==> config.mk <==
export PLATFORM = sky130hd
export DESIGN_NAME = dmpi_lane
export DESIGN_NICKNAME = d
export VERILOG_FILES = /design/src/sv/dmpi_pkg.sv /design/src/sv/dmpi_div5.sv /design/src/sv/dmpi_lane.sv
export SDC_FILE = /design/constraint.sdc
export NUM_CORES = 2
export LEC_CHECK = 0
export BUFFER_PORTS_ARGS = -buffer_cell sky130_fd_sc_hd__buf_2
export CAP_MARGIN = 20
export CORE_ASPECT_RATIO = 0.9
export CORE_MARGIN = 2
export CORE_UTILIZATION = 45
export DETAILED_ROUTE_END_ITERATION = 12
export SYNTH_ARGS = -nofsm -noshare
export SYNTH_HDL_FRONTEND = slang
export SYNTH_SLANG_ARGS = --single-unit
==> constraint.sdc <==
create_clock -name clk -period 17.4 [get_ports clk]
set_clock_uncertainty 0.15 [all_clocks]
set_input_delay 0.87 -clock clk [delete_from_list [all_inputs] [get_ports clk]]
set_output_delay 0.87 -clock clk [all_outputs]
set_load 0.02 [all_outputs]
==> src/sv/dmpi_pkg.sv <==
// shared types, widths and constants for the dual motor pi speed controller
package dmpi_pkg;

	// hall edge counter width
	localparam int unsigned COUNT_BITS = 16;

	// fixed field widths
	localparam int unsigned TARGET_W = 14;
	localparam int unsigned ADC_W = 12;
	localparam int unsigned GAIN_W = 8;
	localparam int unsigned FB_W = 4;
	localparam int unsigned SPEED_W = 15;
	localparam int unsigned DRIVE_W = 16;
	localparam int unsigned ERR_W = 16;
	localparam int unsigned ACC_W = 32;
	localparam int unsigned CFG_IDX_W = 3;
	localparam int unsigned CFG_DATA_W = 14;

	// datapath widths of the controller math
	localparam int unsigned SUM_W = 42;
	localparam int unsigned OUT_W = 38;
	localparam int unsigned T_W = 44;

	// count / 6 by reciprocal, exact for every count below 2^COUNT_BITS
	localparam int unsigned DIV6_SHIFT = COUNT_BITS + 2;
	localparam longint unsigned DIV6_MAGIC = ((64'd1 << DIV6_SHIFT) / 6) + 1;
	localparam int unsigned QUOT6_W = COUNT_BITS - 2;

	// divide by five unit, one byte digit per step
	localparam int unsigned DIV_W = 40;
	localparam int unsigned DIGIT_W = 8;
	localparam int unsigned DIV_STEPS = DIV_W / DIGIT_W;
	localparam int unsigned REM_W = 3;
	localparam int unsigned DIV5_MAG_W = 12;
	localparam logic [DIV5_MAG_W-1:0] DIV5_MAGIC = 12'd3277;
	localparam int unsigned DIV5_SHIFT = 14;
	localparam logic [REM_W-1:0] DIV5_DIVISOR = 3'd5;

	// saturation limits
	localparam logic [SPEED_W-1:0] SPEED_MAX = '1;
	localparam logic signed [ACC_W-1:0] ACC_MAX = {1'b0, {(ACC_W-1){1'b1}}};
	localparam logic signed [ACC_W-1:0] ACC_MIN = {1'b1, {(ACC_W-1){1'b0}}};
	localparam logic signed [DRIVE_W-1:0] DRIVE_MAX = {1'b0, {(DRIVE_W-1){1'b1}}};
	localparam logic signed [DRIVE_W-1:0] DRIVE_MIN = {1'b1, {(DRIVE_W-1){1'b0}}};

	// input opcodes
	typedef enum logic [1:0] {
		OP_HALL_RIGHT = 2'd0,
		OP_HALL_LEFT  = 2'd1,
		OP_TICK       = 2'd2
	} opcode_t;

	// configuration register indexes
	typedef enum logic [CFG_IDX_W-1:0] {
		REG_TARGET    = 3'd0,
		REG_THRESHOLD = 3'd1,
		REG_KP        = 3'd2,
		REG_KI        = 3'd3,
		REG_FEEDBACK  = 3'd4
	} reg_index_t;

	// configuration registers
	typedef struct packed {
		logic [TARGET_W-1:0] target_speed;
		logic [ADC_W-1:0]    enable_threshold;
		logic [GAIN_W-1:0]   kp_tenths;
		logic [GAIN_W-1:0]   ki_tenths;
		logic [FB_W-1:0]     feedback_tenths;
	} cfg_t;

	// per-lane commands from the top level
	typedef struct packed {
		logic hall;
		logic tick;
		logic enable;
	} lane_ctrl_t;

	// per-lane status toward the merge stage
	typedef struct packed {
		logic                      idle;
		logic signed [DRIVE_W-1:0] drive;
		logic [SPEED_W-1:0]        speed;
	} lane_stat_t;

endpackage

==> src/sv/dmpi_div5.sv <==
// multi-cycle unsigned divide by five, one byte digit per cycle
module dmpi_div5 (
	input  logic                        clk,
	input  logic                        arst_n,
	input  logic                        start,
	input  logic [dmpi_pkg::DIV_W-1:0]  dividend,
	output logic                        done,
	output logic [dmpi_pkg::DIV_W-1:0]  quotient
);
	import dmpi_pkg::*;

	localparam int unsigned CNT_W = $clog2(DIV_STEPS + 1);
	localparam int unsigned PART_W = REM_W + DIGIT_W;

	logic [DIV_W-1:0]             num_q;
	logic [DIV_W-1:0]             quo_q;
	logic [REM_W-1:0]             rem_q;
	logic [CNT_W-1:0]             cnt_q;
	logic                         done_q;
	logic [PART_W-1:0]            part;
	logic [PART_W+DIV5_MAG_W-1:0] prod;
	logic [DIGIT_W-1:0]           digit;
	logic [PART_W-1:0]            back;

	// remainder and next byte, digit by reciprocal, new remainder
	always_comb begin
		part  = {rem_q, num_q[DIV_W-1 -: DIGIT_W]};
		prod  = part * DIV5_MAGIC;
		digit = prod[DIV5_SHIFT +: DIGIT_W];
		back  = part - (PART_W'(digit) * PART_W'(DIV5_DIVISOR));
	end

	// step counter and completion flag
	always_ff @(posedge clk or negedge arst_n) begin
		if (!arst_n) begin
			cnt_q  <= '0;
			done_q <= 1'b0;
		end else begin
			done_q <= 1'b0;
			if (start) begin
				cnt_q <= CNT_W'(DIV_STEPS);
			end else if (cnt_q != '0) begin
				cnt_q <= cnt_q - CNT_W'(1);
				if (cnt_q == CNT_W'(1)) begin
					done_q <= 1'b1;
				end
			end
		end
	end

	// dividend shifter, remainder and quotient digits
	always_ff @(posedge clk) begin
		if (start) begin
			num_q <= dividend;
			rem_q <= '0;
		end else if (cnt_q != '0) begin
			num_q <= num_q << DIGIT_W;
			rem_q <= back[REM_W-1:0];
			quo_q <= {quo_q[DIV_W-DIGIT_W-1:0], digit};
		end
	end

	assign done = done_q;
	assign quotient = quo_q;
endmodule

==> src/sv/dmpi_lane.sv <==
// one motor lane: edge counter, speed, integral, pi output and drive update
module dmpi_lane (
	input  logic                 clk,
	input  logic                 arst_n,
	input  dmpi_pkg::lane_ctrl_t ctrl,
	input  dmpi_pkg::cfg_t       cfg,
	output dmpi_pkg::lane_stat_t stat
);
	import dmpi_pkg::*;

	typedef enum logic [3:0] {
		ST_IDLE,
		ST_SPEED,
		ST_ERR,
		ST_PROD,
		ST_SUM,
		ST_DIVA,
		ST_WAITA,
		ST_FB,
		ST_DIVB,
		ST_WAITB
	} state_t;

	localparam logic [COUNT_BITS-1:0] DIV6_M = COUNT_BITS'(DIV6_MAGIC);

	state_t                    state_q;
	logic [COUNT_BITS-1:0]     count_q;
	logic signed [ACC_W-1:0]   esum_q;
	logic signed [DRIVE_W-1:0] drive_q;
	logic [SPEED_W-1:0]        speed_q;

	logic signed [ERR_W-1:0]   err_s2;
	logic signed [SUM_W-1:0]   p_s3;
	logic signed [SUM_W-1:0]   i_s3;
	logic signed [SUM_W-1:0]   sum_s4;
	logic signed [OUT_W-1:0]   out_q;
	logic signed [T_W-1:0]     t_q;
	logic                      neg_q;

	logic [2*COUNT_BITS-1:0]   prod6;
	logic [COUNT_BITS-2:0]     spd_raw;
	logic [SPEED_W-1:0]        spd_next;
	logic signed [ERR_W-1:0]   err;
	logic signed [ACC_W:0]     acc_sum;
	logic signed [ACC_W-1:0]   acc_next;
	logic signed [GAIN_W:0]    kp_s;
	logic signed [GAIN_W:0]    ki_s;
	logic signed [GAIN_W+ERR_W:0] kp_e;
	logic signed [GAIN_W+ACC_W:0] ki_i;
	logic signed [FB_W:0]      fb_s;
	logic signed [FB_W+OUT_W:0] fb_o;
	logic [SUM_W-1:0]          mag_sum;
	logic [T_W-1:0]            mag_t;
	logic                      div_start;
	logic [DIV_W-1:0]          div_in;
	logic                      div_done;
	logic [DIV_W-1:0]          div_q;
	logic signed [OUT_W-1:0]   out_mag;
	logic signed [DIV_W:0]     drv_full;
	logic signed [DRIVE_W-1:0] drv_next;

	// speed from the edge count: floor(count / 6) * 2, saturated
	always_comb begin
		prod6   = count_q * DIV6_M;
		spd_raw = {prod6[DIV6_SHIFT +: QUOT6_W], 1'b0};
		if (32'(spd_raw) > 32'(SPEED_MAX)) begin
			spd_next = SPEED_MAX;
		end else begin
			spd_next = SPEED_W'(spd_raw);
		end
	end

	// speed error and saturating integral
	always_comb begin
		err     = $signed({{(ERR_W-TARGET_W){1'b0}}, cfg.target_speed})
			- $signed({{(ERR_W-SPEED_W){1'b0}}, speed_q});
		acc_sum = $signed({esum_q[ACC_W-1], esum_q}) + (ACC_W+1)'(err);
		if (acc_sum[ACC_W] != acc_sum[ACC_W-1]) begin
			acc_next = acc_sum[ACC_W] ? ACC_MIN : ACC_MAX;
		end else begin
			acc_next = acc_sum[ACC_W-1:0];
		end
	end

	// gain products and feedback product
	always_comb begin
		kp_s = $signed({1'b0, cfg.kp_tenths});
		ki_s = $signed({1'b0, cfg.ki_tenths});
		fb_s = $signed({1'b0, cfg.feedback_tenths});
		kp_e = kp_s * err_s2;
		ki_i = ki_s * esum_q;
		fb_o = fb_s * out_q;
	end

	// magnitudes for the divider, shared by both divisions
	always_comb begin
		mag_sum   = sum_s4[SUM_W-1] ? SUM_W'(-sum_s4) : SUM_W'(sum_s4);
		mag_t     = t_q[T_W-1] ? T_W'(-t_q) : T_W'(t_q);
		div_start = (state_q == ST_DIVA) || (state_q == ST_DIVB);
		div_in    = (state_q == ST_DIVA) ? mag_sum[DIV_W+1:2] : mag_t[DIV_W:1];
	end

	dmpi_div5 u_div5 (
		.clk      (clk),
		.arst_n   (arst_n),
		.start    (div_start),
		.dividend (div_in),
		.done     (div_done),
		.quotient (div_q)
	);

	// signed quotients and drive saturation
	always_comb begin
		out_mag  = $signed({1'b0, div_q[OUT_W-2:0]});
		drv_full = neg_q ? -$signed({1'b0, div_q}) : $signed({1'b0, div_q});
		if (drv_full > (DIV_W+1)'(DRIVE_MAX)) begin
			drv_next = DRIVE_MAX;
		end else if (drv_full < (DIV_W+1)'(DRIVE_MIN)) begin
			drv_next = DRIVE_MIN;
		end else begin
			drv_next = drv_full[DRIVE_W-1:0];
		end
	end

	// sequencer and motor state
	always_ff @(posedge clk or negedge arst_n) begin
		if (!arst_n) begin
			state_q <= ST_IDLE;
			count_q <= '0;
			esum_q  <= '0;
			drive_q <= '0;
			speed_q <= '0;
		end else begin
			case (state_q)
				ST_IDLE: begin
					if (ctrl.tick) begin
						if (ctrl.enable) begin
							state_q <= ST_SPEED;
						end else begin
							count_q <= '0;
						end
					end else if (ctrl.hall && (count_q != '1)) begin
						count_q <= count_q + COUNT_BITS'(1);
					end
				end
				ST_SPEED: begin
					speed_q <= spd_next;
					count_q <= '0;
					state_q <= ST_ERR;
				end
				ST_ERR: begin
					esum_q  <= acc_next;
					state_q <= ST_PROD;
				end
				ST_PROD: state_q <= ST_SUM;
				ST_SUM: state_q <= ST_DIVA;
				ST_DIVA: state_q <= ST_WAITA;
				ST_WAITA: begin
					if (div_done) begin
						state_q <= ST_FB;
					end
				end
				ST_FB: state_q <= ST_DIVB;
				ST_DIVB: state_q <= ST_WAITB;
				ST_WAITB: begin
					if (div_done) begin
						drive_q <= drv_next;
						state_q <= ST_IDLE;
					end
				end
				default: state_q <= ST_IDLE;
			endcase
		end
	end

	// datapath stage registers
	always_ff @(posedge clk) begin
		if (state_q == ST_ERR) begin
			err_s2 <= err;
		end
		if (state_q == ST_PROD) begin
			p_s3 <= $signed(SUM_W'(kp_e)) <<< 1;
			i_s3 <= SUM_W'(ki_i);
		end
		if (state_q == ST_SUM) begin
			sum_s4 <= p_s3 + i_s3;
		end
		if (state_q == ST_DIVA) begin
			neg_q <= sum_s4[SUM_W-1];
		end
		if ((state_q == ST_WAITA) && div_done) begin
			out_q <= neg_q ? -out_mag : out_mag;
		end
		if (state_q == ST_FB) begin
			t_q <= T_W'(fb_o) + ($signed(T_W'(drive_q)) <<< 3) + ($signed(T_W'(drive_q)) <<< 1);
		end
		if (state_q == ST_DIVB) begin
			neg_q <= t_q[T_W-1];
		end
	end

	assign stat.idle  = (state_q == ST_IDLE);
	assign stat.drive = drive_q;
	assign stat.speed = speed_q;
endmodule

==> summary.md <==
| Metric | Value |
|---|---|
| Clock latency on the worst-skew pair | 0.65 ns |
| H-Tree Depth | 2 |
| Period utilization | 40.9% |
| Setup_tns | 0 ns |
| Synthesized Nets | 6,066 |
| CTS max path bufs | 3 |
| Worst setup SP type | register |
| First-pass GRT wire length | 175,000 um |
| Fmax | 141 MHz |
| Largest net degree at the start of global routing | 67 |
| GRT overflow | 0 |
| Clock tree root buffer cell | clkbuf_16 |
| Initial antenna violation count | 4 |
| Post-Syn Area | 47,000 sq um |
| Row Count | 112 |
| Initial DRC Count | 1,695 |
| Status | completed |
| Hold Path Class | in2async |
| EDFF count, synth | 285 |
| HPWL Detailed | 85,100 um |
| Min Tclk post-route | 7.11 ns |
| Final net count | 6,070 |
| Num CTS Buffers | 47 |
| Synth warn | 0 |
| Fraction of layout cells with a size suffix above 1 | 4.35% |
| Synth async-reset ratio | 23.0% |
| WS Path Type | reg2reg |
| Clock sink count | 374 |
| Area occupied by multi-input gates | 32,200 sq um |
| Commonest non-fill, non-tap cell in the layout | inv_1 |
| Fin. max-slew vios | 0 |
| IO Pins | 83 |
| Die height | 311 um |
| Sequential fraction of the synthesis area | 22.9% |
| Final setup fails | 0 |
| Vias | 32.9k |
| Tightest Pin Transition | 1.16 ns |
| Reg area | 10,800 sq um |
| Final core utilization | 48.6% |
| Drt drc | 0 |
| Syn Inst Count | 4,949 |
| Yosys top cell by area | fa_1 |
| Top cell type's share of synthesized area | 23.1% |
| Gr usage total | 20.0% |
| CTS tree | yes |
| Number of global-route vias before repair | 33.3k |
| Area contributors post-synth | fa_1, edfxtp_1, ha_1 |
| Starting Density | 45.3% |
| Core area | 104,000 sq um |
| Area growth syn-to-layout | 7.15% |
| Synth cell types | 85 |
| Die X | 345 um |
| Drt pass-1 iters | 6 |
| #FFs+latches synth | 374 |
| Hold buffer count at cts | 0 |
| # port buffers | 69 |
| Max cap viols | 0 |
| DIE AREA | 107,000 sq um |
| Worst Path Required | 17.67 ns |
| Post_cts resized | 0 |
| Syn avg cell area | 9.50 sq um |
| Commonest non-fill, non-tap cells in the layout | inv_1, fa_1, ha_1 |
| Postcts setup bufs | 0 |
| Worst Setup End Kind | register |
| RSZ-0062 raised after global routing | no |
| Slew HR | 22.8% |
| Via-to-Cell Ratio | 5.17 |
| CTS clock-pin slew for the worst setup and hold paths | 0.06 ns |
| Final hold vios | 0 |
| Routed wire length | 104,000 um |
| WL per Instance | 16.4 um |
| # fillers | 9,812 |
| Top FF cell, synth | edfxtp_1 |
| GPL Wtd Cong | 0.870 |
| CP max FO | 8 |
| Worst endpoint data arrival time | 7.38 ns |
| Post-route ant nets | 0 |
-- worst paths after layout --
check	startpoint	to	slack (ns)	cells past startpoint
worst max-delay path	count_q[1]$_DFFE_PN0P_	speed_q[14]$_DFFE_PN0N_	10.29	22
worst min-delay path	arst_n	drive_q[15]$_DFFE_PN0P_	0.07	1
worst max register to register	count_q[1]$_DFFE_PN0P_	speed_q[14]$_DFFE_PN0N_	10.29	22
worst min register to register	i_s3[0]$_DFFE_PP_	sum_s4[0]$_DFFE_PP_	0.28	0
max in group asynchronous	arst_n	speed_q[2]$_DFFE_PN0N_	15.71	2
min in group clk	i_s3[0]$_DFFE_PP_	sum_s4[0]$_DFFE_PP_	0.28	0
-- layout make-up --
type	instances	share of cell area (%)
repair buffers	90	1.11
flip-flops and latches	374	21.4
inverters	933	6.95
clock inverters	24	0.574
clock buffers	63	2.58
multi-input cells	3507	64.0
well taps	1368	3.40
diodes	3	0.0149
-- synthesized netlist by cell type (17+ instances only) --
library cell  instances
a211oi_1             30
a21o_1               76
a21oi_1             194
a31oi_1              23
and2_1              347
and3_1               17
clkbuf_1            127
dfrtp_1              86
edfxtp_1            285
fa_1                543
ha_1                523
inv_1               933
maj3_1               30
nand2_1             439
nand2b_1             38
nand3_1              53
nand4_1              20
nor2_1              176
nor2b_1              41
nor3_1               52
nor4_1               19
o211ai_1             31
o21a_1               29
o21ai_0             224
o21bai_1             24
o22ai_1              20
o31ai_1              29
o41ai_1              18
or3_1                24
or4_1                17
xnor2_1             161
xor2_1              157
-- worst max-delay path, cell delays in order, from the launching register on --
cell,delay (ns)
dfrtp_1,0.50
ha_1,0.42
xor2_1,0.18
ha_1,0.31
inv_1,0.06
fa_1,0.53
inv_1,0.06
fa_1,0.51
fa_1,0.54
inv_1,0.05
fa_1,0.52
inv_1,0.04
ha_1,0.19
a2111oi_0,0.45
o211ai_1,0.21
a211oi_1,0.29
a21oi_1,0.18
a21o_1,0.23
and4_1,0.20
a2111oi_0,0.84
a21oi_1,0.17
xnor2_1,0.21
o21ai_0,0.09
-- state kept, by name, indices dropped and copies added (netlist names), 3 cells and up --
name / count
count_q: 16
drive_q: 16
err_s2: 16
esum_q: 32
i_s3: 41
out_q: 38
p_s3: 25
speed_q: 14
state_q: 4
sum_s4: 42
t_q: 42
u_div5.cnt_q: 3
u_div5.num_q: 40
u_div5.quotient: 40
u_div5.rem_q: 3
-- layer usage --
layer | up-vias | track usage [%] | share of wire (%)
met5 | - | 0 | 0.033
met2 | 508 | 32.5 | 46
met3 | 92 | 2.85 | 4.4
met4 | 6 | 3.19 | 1.3
li1 | 16200 | - | -
met1 | 16100 | 28.9 | 48
-- per-stage QoR --
stage / cell area (sq um) / instances / worst slack [ns] / hold slack [ns]
global route: 50400 / 6359 / 9.85 / 0.0909
global placement: 48700 / 6269 / 10.13 / 0.253
finish: 50400 / 6362 / 10.29 / 0.0719
detailed placement: 48700 / 6269 / 10.06 / 0.264
CTS: 50300 / 6356 / 10.23 / 0.0590
floorplan: 47000 / 4949 / 10.44 / 0.250
-- kinds of logic after synthesis --
kind of cell    after synthesis  share of synthesized area (%)
other cells                   1                        0.00798
fa+ha+maj                  1096                           37.7
simple gates               1297                           14.1
mux                           9                          0.205
xor+xnor                    318                           5.92
buf+inv                    1068                           8.58
compound gates              786                           10.6
flops                       374                           22.9
Power is not shown: default switching activity piles up to over one toggle a cycle in this logic, so the estimate is an artifact.
